===== src/rtl/core/fmtp_pkg.sv =====
`timescale 1ns / 1ps
// Package with the shared codes, widths and period functions of the FM timer pair.
package fmtp_pkg;

	// Action codes carried by a request transfer.
	localparam logic [1:0] ACT_WRITE = 2'd0;
	localparam logic [1:0] ACT_READ  = 2'd1;
	localparam logic [1:0] ACT_TICK  = 2'd2;

	// Register numbers that the latch can name.
	localparam logic [7:0] REG_TIMER_A_HI = 8'h24;
	localparam logic [7:0] REG_TIMER_A_LO = 8'h25;
	localparam logic [7:0] REG_TIMER_B    = 8'h26;
	localparam logic [7:0] REG_CONTROL    = 8'h27;

	// Flag clear bits in the control register data.
	localparam int unsigned CLR_A_BIT = 4;
	localparam int unsigned CLR_B_BIT = 5;

	// Defaults for the top level parameters.
	localparam int unsigned TICK_STEP_DEF   = 64;
	localparam int unsigned TICKER_BITS_DEF = 24;

	// Widest period is 288 * 256 = 73728, which needs 17 bits.
	localparam int unsigned PERIOD_W = 17;

	typedef logic [PERIOD_W-1:0] period_t;

	function automatic period_t period_a(input logic [9:0] a);
		period_a = period_t'(18) * (period_t'(1024) - period_t'(a));
	endfunction

	function automatic period_t period_b(input logic [7:0] b);
		period_b = period_t'(288) * (period_t'(256) - period_t'(b));
	endfunction

endpackage


===== src/rtl/core/fmtp_if.sv =====
`timescale 1ns / 1ps
// Valid/ready channel interfaces for requests and responses of the FM timer pair.
interface fmtp_req_if;
	logic       valid;
	logic       ready;
	logic [1:0] action;
	logic [1:0] address;
	logic [7:0] data;

	modport source(output valid, action, address, data, input ready);
	modport sink(input valid, action, address, data, output ready);
endinterface

interface fmtp_rsp_if;
	logic       valid;
	logic       ready;
	logic [7:0] read_data;
	logic [1:0] flags_now;

	modport source(output valid, read_data, flags_now, input ready);
	modport sink(input valid, read_data, flags_now, output ready);
endinterface


===== src/rtl/core/fmtp_ticker.sv =====
`timescale 1ns / 1ps
// One saturating elapsed-time ticker with its period check.
module fmtp_ticker #(
	parameter int unsigned TICK_STEP   = 64,
	parameter int unsigned TICKER_BITS = 24
) (
	input  logic                     clk,
	input  logic                     arst_n,
	input  logic                     tick,
	input  logic [fmtp_pkg::PERIOD_W-1:0] period,
	output logic                     hit
);
	import fmtp_pkg::*;

	logic [TICKER_BITS-1:0] ticker_q;
	logic [TICKER_BITS:0]   sum;
	logic [TICKER_BITS-1:0] sat;
	logic [TICKER_BITS-1:0] period_ext;

	assign sum        = {1'b0, ticker_q} + (TICKER_BITS+1)'(TICK_STEP);
	assign sat        = sum[TICKER_BITS] ? {TICKER_BITS{1'b1}} : sum[TICKER_BITS-1:0];
	assign period_ext = TICKER_BITS'(period);
	assign hit        = (sat >= period_ext);

	always_ff @(posedge clk or negedge arst_n) begin
		if (!arst_n) begin
			ticker_q <= '0;
		end else if (tick) begin
			// The period is taken off once when the ticker reaches it.
			ticker_q <= hit ? (sat - period_ext) : sat;
		end
	end

endmodule


===== src/rtl/core/fm_chip_timer_pair_top.sv =====
`timescale 1ns / 1ps
// Top level of the FM sound chip timer pair (timers A and B with their flags).
//
// This block takes one request transfer per cycle (a bus write, a bus read
// or one scanline tick) and returns exactly one response transfer for each
// from a single output register that is loaded on acceptance. A request is
// taken whenever that output register is empty or is being emptied in the
// same cycle, so with a response sink that is always ready the block
// sustains one item per clock. All state (bank latches, timer values,
// tickers and flags) updates at the edge that accepts the request, so the
// next request already sees it. A tick adds TICK_STEP to both tickers,
// saturating at the top of a TICKER_BITS wide counter; a ticker that reaches
// its period raises its flag and the period is subtracted once. Timer A's
// period is 18*(1024-A) and timer B's is 288*(256-B), both derived from the
// timer values with constant multiplies. The response carries the status
// flags on a read at an even address (zero otherwise) and the flags as they
// stand after the item.
module fm_chip_timer_pair_top #(
	parameter int unsigned TICK_STEP   = fmtp_pkg::TICK_STEP_DEF,
	parameter int unsigned TICKER_BITS = fmtp_pkg::TICKER_BITS_DEF
) (
	input  logic              clk,
	input  logic              arst_n,
	fmtp_req_if.sink          req,
	fmtp_rsp_if.source        rsp
);
	import fmtp_pkg::*;

	// Architectural state.
	logic [7:0] bank_latch_q [2];
	logic [7:0] timer_a_upper_q;
	logic [1:0] timer_a_lower_q;
	logic [7:0] timer_b_value_q;
	logic [1:0] flags_q;

	// Output register.
	logic       rsp_valid_q;
	logic [7:0] read_data_q;
	logic [1:0] flags_now_q;

	logic       accept;
	logic       bank;
	logic [7:0] latch_sel;
	logic       is_write;
	logic       is_data_write;
	logic       do_tick;
	logic       hit_a;
	logic       hit_b;
	period_t    per_a;
	period_t    per_b;
	logic [1:0] flags_next;
	logic [7:0] read_next;

	// A new request is taken when the output register is free or drains now.
	assign req.ready = !rsp_valid_q || rsp.ready;
	assign accept    = req.valid && req.ready;

	assign bank          = req.address[1];
	assign latch_sel     = bank_latch_q[bank];
	assign is_write      = (req.action == ACT_WRITE);
	assign is_data_write = is_write && req.address[0];
	assign do_tick       = accept && (req.action == ACT_TICK);

	assign per_a = period_a({timer_a_upper_q, timer_a_lower_q});
	assign per_b = period_b(timer_b_value_q);

	fmtp_ticker #(
		.TICK_STEP  (TICK_STEP),
		.TICKER_BITS(TICKER_BITS)
	) u_ticker_a (
		.clk   (clk),
		.arst_n(arst_n),
		.tick  (do_tick),
		.period(per_a),
		.hit   (hit_a)
	);

	fmtp_ticker #(
		.TICK_STEP  (TICK_STEP),
		.TICKER_BITS(TICKER_BITS)
	) u_ticker_b (
		.clk   (clk),
		.arst_n(arst_n),
		.tick  (do_tick),
		.period(per_b),
		.hit   (hit_b)
	);

	// Flags and read data that follow from the current request.
	always_comb begin
		flags_next = flags_q;
		read_next  = '0;
		unique case (req.action)
			ACT_WRITE: begin
				// The control register clears flags in either bank.
				if (req.address[0] && (latch_sel == REG_CONTROL)) begin
					if (req.data[CLR_A_BIT]) begin
						flags_next[0] = 1'b0;
					end
					if (req.data[CLR_B_BIT]) begin
						flags_next[1] = 1'b0;
					end
				end
			end
			ACT_READ: begin
				if (!req.address[0]) begin
					read_next = {6'b0, flags_q};
				end
			end
			ACT_TICK: begin
				flags_next = flags_q | {hit_b, hit_a};
			end
			default: begin
				// The unused action changes nothing.
			end
		endcase
	end

	// Bank latches, timer values and flags.
	always_ff @(posedge clk or negedge arst_n) begin
		if (!arst_n) begin
			bank_latch_q[0] <= '0;
			bank_latch_q[1] <= '0;
			timer_a_upper_q <= '0;
			timer_a_lower_q <= '0;
			timer_b_value_q <= '0;
			flags_q         <= '0;
		end else if (accept) begin
			flags_q <= flags_next;
			if (is_write && !req.address[0]) begin
				bank_latch_q[bank] <= req.data;
			end
			// Timer registers exist in bank 0 only.
			if (is_data_write && !bank) begin
				if (latch_sel == REG_TIMER_A_HI) begin
					timer_a_upper_q <= req.data;
				end
				if (latch_sel == REG_TIMER_A_LO) begin
					timer_a_lower_q <= req.data[1:0];
				end
				if (latch_sel == REG_TIMER_B) begin
					timer_b_value_q <= req.data;
				end
			end
		end
	end

	// Response register: filled on acceptance, emptied on a response transfer.
	always_ff @(posedge clk or negedge arst_n) begin
		if (!arst_n) begin
			rsp_valid_q <= 1'b0;
		end else if (accept) begin
			rsp_valid_q <= 1'b1;
		end else if (rsp.ready) begin
			rsp_valid_q <= 1'b0;
		end
	end

	always_ff @(posedge clk) begin
		if (accept) begin
			read_data_q <= read_next;
			flags_now_q <= flags_next;
		end
	end

	assign rsp.valid     = rsp_valid_q;
	assign rsp.read_data = read_data_q;
	assign rsp.flags_now = flags_now_q;

endmodule


===== src/flat_wrapper.sv =====
// flat-port wrapper written by rule: the top's interface ports become plain ports
module fm_chip_timer_pair_top_flat import fmtp_pkg::*;
#(
	parameter int unsigned TICK_STEP   = fmtp_pkg::TICK_STEP_DEF,
	parameter int unsigned TICKER_BITS = fmtp_pkg::TICKER_BITS_DEF
)
  (clk, arst_n, req_valid, req_action, req_address, req_data, req_ready, rsp_valid, rsp_read_data, rsp_flags_now, rsp_ready);
  fmtp_req_if req_i ();
  fmtp_rsp_if rsp_i ();
  input  logic clk;
  input  logic arst_n;
  input wire logic [$bits(req_i.valid)-1:0] req_valid;
  input wire logic [$bits(req_i.action)-1:0] req_action;
  input wire logic [$bits(req_i.address)-1:0] req_address;
  input wire logic [$bits(req_i.data)-1:0] req_data;
  output wire logic [$bits(req_i.ready)-1:0] req_ready;
  output wire logic [$bits(rsp_i.valid)-1:0] rsp_valid;
  output wire logic [$bits(rsp_i.read_data)-1:0] rsp_read_data;
  output wire logic [$bits(rsp_i.flags_now)-1:0] rsp_flags_now;
  input wire logic [$bits(rsp_i.ready)-1:0] rsp_ready;
  assign req_i.valid = req_valid;
  assign req_i.action = req_action;
  assign req_i.address = req_address;
  assign req_i.data = req_data;
  assign req_ready = req_i.ready;
  assign rsp_valid = rsp_i.valid;
  assign rsp_read_data = rsp_i.read_data;
  assign rsp_flags_now = rsp_i.flags_now;
  assign rsp_i.ready = rsp_ready;
  fm_chip_timer_pair_top #(.TICK_STEP(TICK_STEP), .TICKER_BITS(TICKER_BITS)) u_core (.clk(clk), .arst_n(arst_n), .req(req_i), .rsp(rsp_i));
endmodule

===== config.mk =====
export PLATFORM = sky130hd
export DESIGN_NAME = fm_chip_timer_pair_top_flat
export DESIGN_NICKNAME = d
export VERILOG_FILES = /design/src/rtl/core/fmtp_pkg.sv /design/src/rtl/core/fmtp_if.sv /design/src/rtl/core/fmtp_ticker.sv /design/src/rtl/core/fm_chip_timer_pair_top.sv /design/src/flat_wrapper.sv
export SDC_FILE = /design/constraint.sdc
export NUM_CORES = 1
export LEC_CHECK = 0
export ABC_AREA = 1
export BUFFER_PORTS_ARGS = -buffer_cell sky130_fd_sc_hd__buf_2
export CAP_MARGIN = 10
export CORE_AREA = 2 2 158 160
export CTS_CLUSTER_DIAMETER = 80
export CTS_CLUSTER_SIZE = 24
export DETAILED_ROUTE_END_ITERATION = 8
export DIE_AREA = 0 0 160 162
export SYNTH_ARGS = -nofsm -noshare
export SYNTH_HDL_FRONTEND = slang
export SYNTH_SLANG_ARGS = --single-unit

===== constraint.sdc =====
create_clock -name clk -period 11.6 [get_ports clk]
set_clock_uncertainty 0.05 [all_clocks]
set_input_delay 1.74 -clock clk [delete_from_list [all_inputs] [get_ports clk]]
set_output_delay 1.74 -clock clk [all_outputs]
set_load 0.1 [all_outputs]

==> impl_metrics.py, run 1 <==
metrics = {
    "critical_path": {
        "worstPathArrival_ns": 5.42,
        "crit_top_cell": "nand2_1",
        "timing.rr.start": "u_core.timer_a_lower_q[0]",
        "crit_type": "reg -> reg",
        "slowest_stage": "dfrtp_1",
        "cp_data_required_time_ns": 11.76,
        "rrSetupSlack_ns": 6.34,
        "cp_max_fo": 17,
        "reg2reg_to": "u_core.u_ticker_a.ticker_q[19]",
        "worst_setup_path_start_kind": "flip-flop",
        "endpoint_kind": "flip-flop",
        "cp_slowest_stage_delay_ns": 0.43,
        "ff2ff_path_depth": 29,
    },
    "synthesis": {
        "yosys.area_share.simple": 0.394,
        "synth_xor_area_frac": 0.0649,
        "ys_types": 44,
        "synth-async-reset-ratio": 0.955,
        "synthCells": 1267,
        "synth-edff-count": 4,
        "synth_compound_area_frac": 0.0777,
        "synth-main-ff-cell": "dfrtp_1",
        "syn-cell-area_sq_mm": 0.00837,
        "seq_area_frac_synth": 0.268,
        "ys_ff_latch": 89,
        "yosys_warnings": 0,
        "yosys.area_share.adder": 0.0888,
        "avgSynthCellArea_sq_um": 6.61,
        "synth_top_family_by_area": "simple AND/OR/NAND/NOR gates",
        "synth_mux_area_frac": 0.00523,
    },
    "sta": {
        "finalMaxSlewViolations": 0,
        "setup_tns_ns": 0,
        "maxSlewHeadroom": 0.322,
        "fin_ws_ns": 6.34,
        "fin_crit_sh": 0.454,
        "period_minus_slack_ns": 5.26,
        "worstMarginPinSlew_ns": 1.02,
        "setup_violations": 0,
        "rsz0062_at_grt": "false",
        "fmax_ghz": 0.190,
        "finalHoldViolations": 0,
    },
    "clock_tree": {
        "cts_htree_levels": 3,
        "cts_tree": "built",
        "cts_setup_buffers": 0,
        "clkTransAtPathRegs_ns": 0.07,
        "clockBufferDepth": 2,
        "cts_made_buffers": 9,
        "clock_sinks": 89,
        "ctsResizeCount": 0,
        "clk_latency_ns": 0.35,
        "cts_hold_buf": 0,
        "root_buffer": "clkbuf_16",
    },
    "final_layout": {
        "drive_gt1_frac": 0.0918,
        "final_util": 0.375,
        "syn_to_final_growth_pct": 8.01,
        "final_area_sq_mm": 0.00904,
        "fin_nets": 1355,
        "instances_no_fill": 1610,
        "nFillCells": 2682,
        "insertedDiodeCount": 0,
    },
    "route": {
        "viasPerCell": 4.73,
        "drt_first_pass_iters": 4,
        "vias": 7612,
        "ant_nets": 0,
        "routed_wl_microns": 20500,
        "drt_iter0_markers": 423,
        "drc_errors": 0,
        "routedWlPerCell_microns": 12.7,
    },
    "floorplanning": {
        "initial_core_util": 0.347,
        "pin_count": 28,
        "row_count": 57,
        "core_sq_mm": 0.0241,
        "fp.dieH_microns": 162,
        "fp.dieArea_sq_mm": 0.0259,
        "die_w_microns": 160,
    },
    "global_routing": {
        "grt_remaining_overflow": 0,
        "grt_max_degree": 77,
        "grt_first_pass_wirelength_microns": 35200,
        "grt_usage": 0.165,
        "antenna_found_initial": 0,
        "grt_pass1_vias": 7334,
    },
    "placement": {
        "dp_slack_ns": 6.37,
        "post-place-cells": 1595,
        "gp_congestion": 0.891,
        "port-buffer-count": 21,
        "post_dp_cell_area_sq_mm": 0.00877,
        "post-dp-hpwl_microns": 16300,
    },
    "pwr": {
        "p_leak_nw": 4.59,
        "ir_drop_mv": 0.0898,
        "power.density_mw_per_mm2": 221,
    },
    "hold_path": {
        "hold-path-endpoint": "u_core.u_ticker_b.ticker_q[4]",
        "whs_path_depth": 2,
        "hp-start": "u_core.u_ticker_b.ticker_q[4]",
        "hold_class": "reg -> reg",
    },
    "run_status": {
        "status": "finished clean",
    },
    "job": {
        "cap_viol_max_count": 0,
    },
}
## sequential cells by signal, indices dropped and copies added (netlist names)
| name | cells |
|---|---|
| u_core.rsp.flags_now | 2 |
| u_core.timer_b_value_q | 8 |
| u_core.bank_latch_q | 16 |
| u_core.timer_a_upper_q | 8 |
| u_core.rsp.read_data | 2 |
| u_core.timer_a_lower_q | 2 |
| u_core.rsp.valid | 1 |
| u_core.flags_q | 2 |
| u_core.u_ticker_b.ticker_q | 24 |
| u_core.u_ticker_a.ticker_q | 24 |
## final cells by class
class / count / area, sq um / area share
clock buffer: 10 / 239 / 0.0264
clock inverter: 5 / 32.5 / 0.00360
inverter: 177 / 664 / 0.0735
multi-input combinational: 979 / 5310 / 0.587
sequential: 89 / 2250 / 0.249
tap: 324 / 405 / 0.0448
timing repair buffer: 26 / 145 / 0.0161
## stage by stage
| step | power [mW] | hold WS (ns) |
|---|---|---|
| finish | 2.00 | 0.400 |
| floorplan | 1.47 | 0.372 |
| detailed placement | 1.72 | 0.387 |
| global route | 2.21 | 0.417 |
| global placement | 1.71 | 0.384 |
| CTS | 2.00 | 0.404 |
## critical path: cells and delay by family, from the launching register on
kind | cells | cell delay [ns]
DFF | 1 | 0.43
buffers and inverters | 4 | 0.42
AOI/OAI and AO/OA | 7 | 1.17
and+or+nand+nor | 14 | 1.92
adders and majority gates | 4 | 1.12
## layout by cell type (no fill, tap or decap), types with 9 or more instances in the layout
| master | netlist | routed |
|---|---|---|
| buf_2 | 4 | 20 |
| dfrtp_1 | 85 | 85 |
| nand3_1 | 90 | 90 |
| xor2_1 | 39 | 39 |
| nor2_4 | 14 | 15 |
| o21ai_1 | 11 | 11 |
| nand2_1 | 393 | 393 |
| nand3_2 | 20 | 20 |
| inv_1 | 175 | 175 |
| o21ai_0 | 50 | 50 |
| clkbuf_16 | 0 | 9 |
| nor3_1 | 11 | 11 |
| nor2_1 | 135 | 134 |
| xnor2_1 | 23 | 23 |
| a21oi_1 | 52 | 52 |
| nand4_1 | 20 | 20 |
| nand2_2 | 15 | 15 |
| ha_1 | 53 | 53 |
## metal layers
layer,wire (microns),vias up,GRT usage
met3,512,22,0.0174
met2,9290,104,0.271
li1,-,4025,-
met4,369,0,0.0471
met1,10300,3461,0.231
met5,0,-,0
## worst max-delay path by stage
| stage | from | to | slack [ns] | cells after the start |
|---|---|---|---|---|
| finish | u_core.timer_a_lower_q[0] | u_core.u_ticker_a.ticker_q[19] | 6.34 | 29 |
| global route | u_core.timer_a_lower_q[0] | u_core.u_ticker_a.ticker_q[19] | 5.69 | 29 |
| CTS | u_core.timer_a_lower_q[0] | u_core.u_ticker_a.ticker_q[19] | 6.35 | 29 |
| detailed placement | u_core.timer_a_lower_q[0] | u_core.u_ticker_a.ticker_q[19] | 6.37 | 29 |
| global placement | u_core.timer_a_lower_q[0] | u_core.u_ticker_a.ticker_q[16] | 6.57 | 29 |
| floorplan | u_core.timer_a_lower_q[0] | u_core.rsp.flags_now[0] | 7.02 | 29 |
## synth_stat cells (2+ instances only)
| library cell | count | area share |
|---|---|---|
| dfrtp_1 | 85 | 0.25 |
| nand3b_1 | 3 | 0.0027 |
| a21oi_1 | 52 | 0.031 |
| o21ai_0 | 50 | 0.030 |
| mux2_2 | 3 | 0.0040 |
| o21bai_1 | 2 | 0.0018 |
| nor2_1 | 135 | 0.061 |
| and2_1 | 3 | 0.0022 |
| nor2_2 | 8 | 0.0060 |
| nor2_4 | 14 | 0.019 |
| o21ai_2 | 2 | 0.0021 |
| fa_1 | 4 | 0.0096 |
| edfxtp_1 | 4 | 0.014 |
| xnor2_1 | 23 | 0.024 |
| buf_2 | 4 | 0.0024 |
| nand2_2 | 15 | 0.011 |
| a21o_1 | 3 | 0.0027 |
| o21ai_1 | 11 | 0.0066 |
| xor2_1 | 39 | 0.041 |
| nand4_1 | 20 | 0.015 |
| nand3_1 | 90 | 0.054 |
| ha_1 | 53 | 0.079 |
| nand3_2 | 20 | 0.024 |
| or2_2 | 8 | 0.0060 |
| clkbuf_1 | 10 | 0.0045 |
| inv_1 | 175 | 0.078 |
| nand2_1 | 393 | 0.18 |
| buf_6 | 6 | 0.0081 |
| buf_4 | 7 | 0.0063 |
| nor3_1 | 11 | 0.0066 |
## where the power goes
group          switching (mW)  internal [mW]  leakage (nW)
Combinational           0.807          0.424          3.42
Clock                   0.128          0.150         0.138
Sequential             0.0939          0.398          1.03
## cell families after synthesis
| family | count (synthesis) |
|---|---|
| AOI/OAI and AO/OA | 124 |
| xor gates and xnor gates | 62 |
| adders and majority gates | 57 |
| buffers and inverters | 204 |
| DFF | 89 |
| muxes | 4 |
| other | 1 |
| and+or+nand+nor | 726 |
No activity file was read; power rests on OpenSTA's default activity.
==> inputs of run 2 (changes only) <==
--- a/config.mk
+++ b/config.mk
@@ -5,14 +5,14 @@
 export SDC_FILE = /design/constraint.sdc
 export NUM_CORES = 1
 export LEC_CHECK = 0
-export ABC_AREA = 1
+export ABC_AREA = 0
 export BUFFER_PORTS_ARGS = -buffer_cell sky130_fd_sc_hd__buf_2
 export CAP_MARGIN = 10
-export CORE_AREA = 2 2 158 160
+export CORE_AREA = 2 2 148 150
 export CTS_CLUSTER_DIAMETER = 80
 export CTS_CLUSTER_SIZE = 24
 export DETAILED_ROUTE_END_ITERATION = 8
-export DIE_AREA = 0 0 160 162
+export DIE_AREA = 0 0 150 152
 export SYNTH_ARGS = -nofsm -noshare
 export SYNTH_HDL_FRONTEND = slang
 export SYNTH_SLANG_ARGS = --single-unit
==> constraint.sdc (replaced) <==
create_clock -name clk -period 5.3 [get_ports clk]
set_clock_uncertainty 0.05 [all_clocks]
set_input_delay 0.795 -clock clk [delete_from_list [all_inputs] [get_ports clk]]
set_output_delay 0.795 -clock clk [all_outputs]
set_load 0.1 [all_outputs]
==> impl_metrics.py, run 2 <==
metrics = {
    "synthesis": {
        "synth_area_leaders": "dfrtp_1 (29%), ha_1 (9.1%), mux2_2 (5.7%)",
        "synth_mux_area_frac": 0.0844,
        "ys_ff_latch": 89,
        "synthCells": 835,
        "yosysMostFrequentCell": "nand2_1",
        "synth.top_cell.area_share": 0.291,
        "yosys.area_share.adder": 0.102,
        "avgSynthCellArea_sq_um": 8.75,
        "netlist_top_cells_count": "nand2_1 (98), dfrtp_1 (85), nor2_1 (55), ha_1 (53), o21ai_0 (52)",
        "synth-main-ff-cell": "dfrtp_1",
        "yosysTopAreaCell": "dfrtp_1",
        "syn-cell-area_sq_mm": 0.00730,
        "synth_xor_area_frac": 0.0935,
        "synth_top_family_by_area": "simple AND/OR/NAND/NOR gates",
        "yosys.area_share.simple": 0.227,
        "seq_area_frac_synth": 0.308,
        "synth-edff-count": 4,
        "synth-async-reset-ratio": 0.955,
        "ys_types": 68,
        "yosys_warnings": 0,
        "synth_compound_area_frac": 0.150,
    },
    "sta": {
        "finalHoldViolations": 0,
        "maxSlewHeadroom": 0.257,
        "fmax_ghz": 0.197,
        "period_minus_slack_ns": 5.07,
        "setup_violations": 0,
        "setup_tns_ns": 0,
        "finalMaxSlewViolations": 0,
        "fin_crit_sh": 0.956,
        "fin_ws_ns": 0.233,
        "rsz0062_at_grt": "true",
        "worstMarginPinSlew_ns": 1.11,
    },
    "floorplanning": {
        "row_count": 54,
        "fp.dieH_microns": 152,
        "initial_core_util": 0.342,
        "die_w_microns": 150,
        "pin_count": 28,
        "fp.dieArea_sq_mm": 0.0228,
        "core_sq_mm": 0.0214,
    },
    "placement": {
        "gp_congestion": 0.845,
        "post-dp-hpwl_microns": 13300,
        "post_dp_cell_area_sq_mm": 0.00792,
        "dp_slack_ns": -0.0277,
        "port-buffer-count": 21,
        "post-place-cells": 1150,
    },
    "clock_tree": {
        "root_buffer": "clkbuf_16",
        "clock_sinks": 89,
        "clk_latency_ns": 0.36,
        "clkTransAtPathRegs_ns": 0.08,
        "clockBufferDepth": 2,
        "cts_made_buffers": 9,
        "cts_htree_levels": 3,
        "cts_tree": "built",
    },
    "route": {
        "drt_first_pass_iters": 5,
        "routed_wl_microns": 17300,
        "viasPerCell": 5.29,
        "routedWlPerCell_microns": 14.8,
        "drc_errors": 0,
        "vias": 6184,
        "ant_nets": 0,
        "drt_iter0_markers": 270,
    },
    "global_routing": {
        "grt_remaining_overflow": 0,
        "antenna_found_initial": 0,
        "grt_pass1_vias": 5972,
        "grt_max_degree": 49,
        "grt_usage": 0.157,
        "grt_first_pass_wirelength_microns": 29200,
    },
    "critical_path": {
        "worstPathArrival_ns": 5.23,
        "rrSetupSlack_ns": 0.23,
        "cp_data_required_time_ns": 5.47,
        "worst_setup_path_start_kind": "flip-flop",
        "startpoint": "u_core.timer_a_lower_q[0]",
        "crit_type": "reg -> reg",
        "cp_max_fo": 6,
        "endpoint_kind": "flip-flop",
        "timing.rr.start": "u_core.timer_a_lower_q[0]",
    },
    "pwr": {
        "switchingPower_mw": 1.66,
        "intPower_mw": 2.11,
        "ir_drop_mv": 0.226,
        "p_leak_nw": 3.79,
        "switching_share": 0.441,
        "seq_power_share": 0.284,
        "power.density_mw_per_mm2": 448,
        "pwr-share-clk": 0.178,
        "p_comb_frac": 0.538,
    },
    "final_layout": {
        "final_util": 0.393,
        "final_cell_mix": "nand2_1 (97), dfrtp_1 (84), nor2_1 (54)",
        "final_common_cell": "nand2_1",
        "final_area_sq_mm": 0.00840,
        "instances_no_fill": 1169,
        "insertedDiodeCount": 0,
        "reg_top3": "u_core.u_ticker_a.ticker_q x24, u_core.u_ticker_b.ticker_q x24, u_core.bank_latch_q x16",
        "fin_nets": 957,
        "syn_to_final_growth_pct": 15.0,
        "drive_gt1_frac": 0.173,
    },
    "hold_path": {
        "hold_class": "in -> async",
    },
    "job": {
        "cap_viol_max_count": 0,
    },
    "run_status": {
        "status": "finished clean",
    },
}
[run 2: power by group through the flow]
| stage | sequential (mW) | clock (mW) | combinational [mW] |
|---|---|---|---|
| after global routing | 1.10 | 0.724 | 2.27 |
| after floorplan | 1.02 | 0 | 1.54 |
| final | 1.07 | 0.671 | 2.02 |
| after global placement | 1.07 | 0 | 1.94 |
| after CTS | 1.06 | 0.689 | 1.97 |
| after detailed placement | 1.08 | 0 | 1.95 |
[run 2: final timing paths]
kind                                                   to  depth (start not counted)
hold reg to reg             u_core.u_ticker_a.ticker_q[0]                          1
setup / recovery           u_core.u_ticker_a.ticker_q[18]                         24
hold / removal             u_core.u_ticker_b.ticker_q[14]                          1
setup reg to reg           u_core.u_ticker_a.ticker_q[18]                         24
max in group asynchronous   u_core.u_ticker_b.ticker_q[4]                          2
min in group clk            u_core.u_ticker_a.ticker_q[0]                          1
[run 2: area by class of cell]
| cell class | instances | area [sq um] |
|---|---|---|
| fill | 2190 | 13000 |
| multi-input combinational | 691 | 4960 |
| sequential | 89 | 2250 |
| timing repair buffer | 58 | 402 |
| tap | 280 | 350 |
| clock buffer | 9 | 225 |
| inverter | 35 | 131 |
| clock inverter | 7 | 83.8 |
[run 2: stage by stage]
step	hold WS (ns)	total power, mW
2_1_floorplan	0.379	2.55
3_3_place_gp	0.400	3.01
3_5_place_dp	0.404	3.03
4_1_cts	0.364	3.72
5_1_grt	0.388	4.10
6_report	0.351	3.76
[run 2: logic make-up after synthesis]
| family | Yosys count |
|---|---|
| AOI/OAI and AO/OA | 175 |
| and+or+nand+nor | 318 |
| adders and majority gates | 57 |
| buffers and inverters | 60 |
| xor gates and xnor gates | 78 |
| other | 1 |
| DFF | 89 |
| muxes | 57 |
[run 2: worst max-delay path: stages, from the launching register on]
cell	delay, ns
dfrtp_1	0.40
inv_1	0.10
ha_2	0.20
nand2_1	0.07
or3_4	0.37
xor2_4	0.20
ha_1	0.31
ha_1	0.34
a21o_1	0.20
a21oi_2	0.15
o21bai_1	0.07
a21oi_1	0.18
buf_4	0.14
xor2_1	0.06
ha_1	0.32
nand4_1	0.14
buf_4	0.17
or2_2	0.30
a211o_1	0.28
nand3_2	0.10
nor4b_4	0.06
buf_6	0.14
nor4_2	0.25
xor2_1	0.20
o21ai_0	0.11
[run 2: metal layers]
metal	vias up	share of wire	track usage
met4	0	0.016	0.0463
met1	2945	0.48	0.217
met5	-	0	0
met2	118	0.47	0.256
met3	21	0.036	0.0231
li1	3100	-	-
[run 2: timing repair]
action / CTS / global route
gates resized for setup: 4 / 31
pin swaps: 1 / 13
setup endpoints to repair: 14 / 26
hold buffers: 0 / 0
buffers inserted: 0 / 3
hold endpoints to repair: 0 / 0
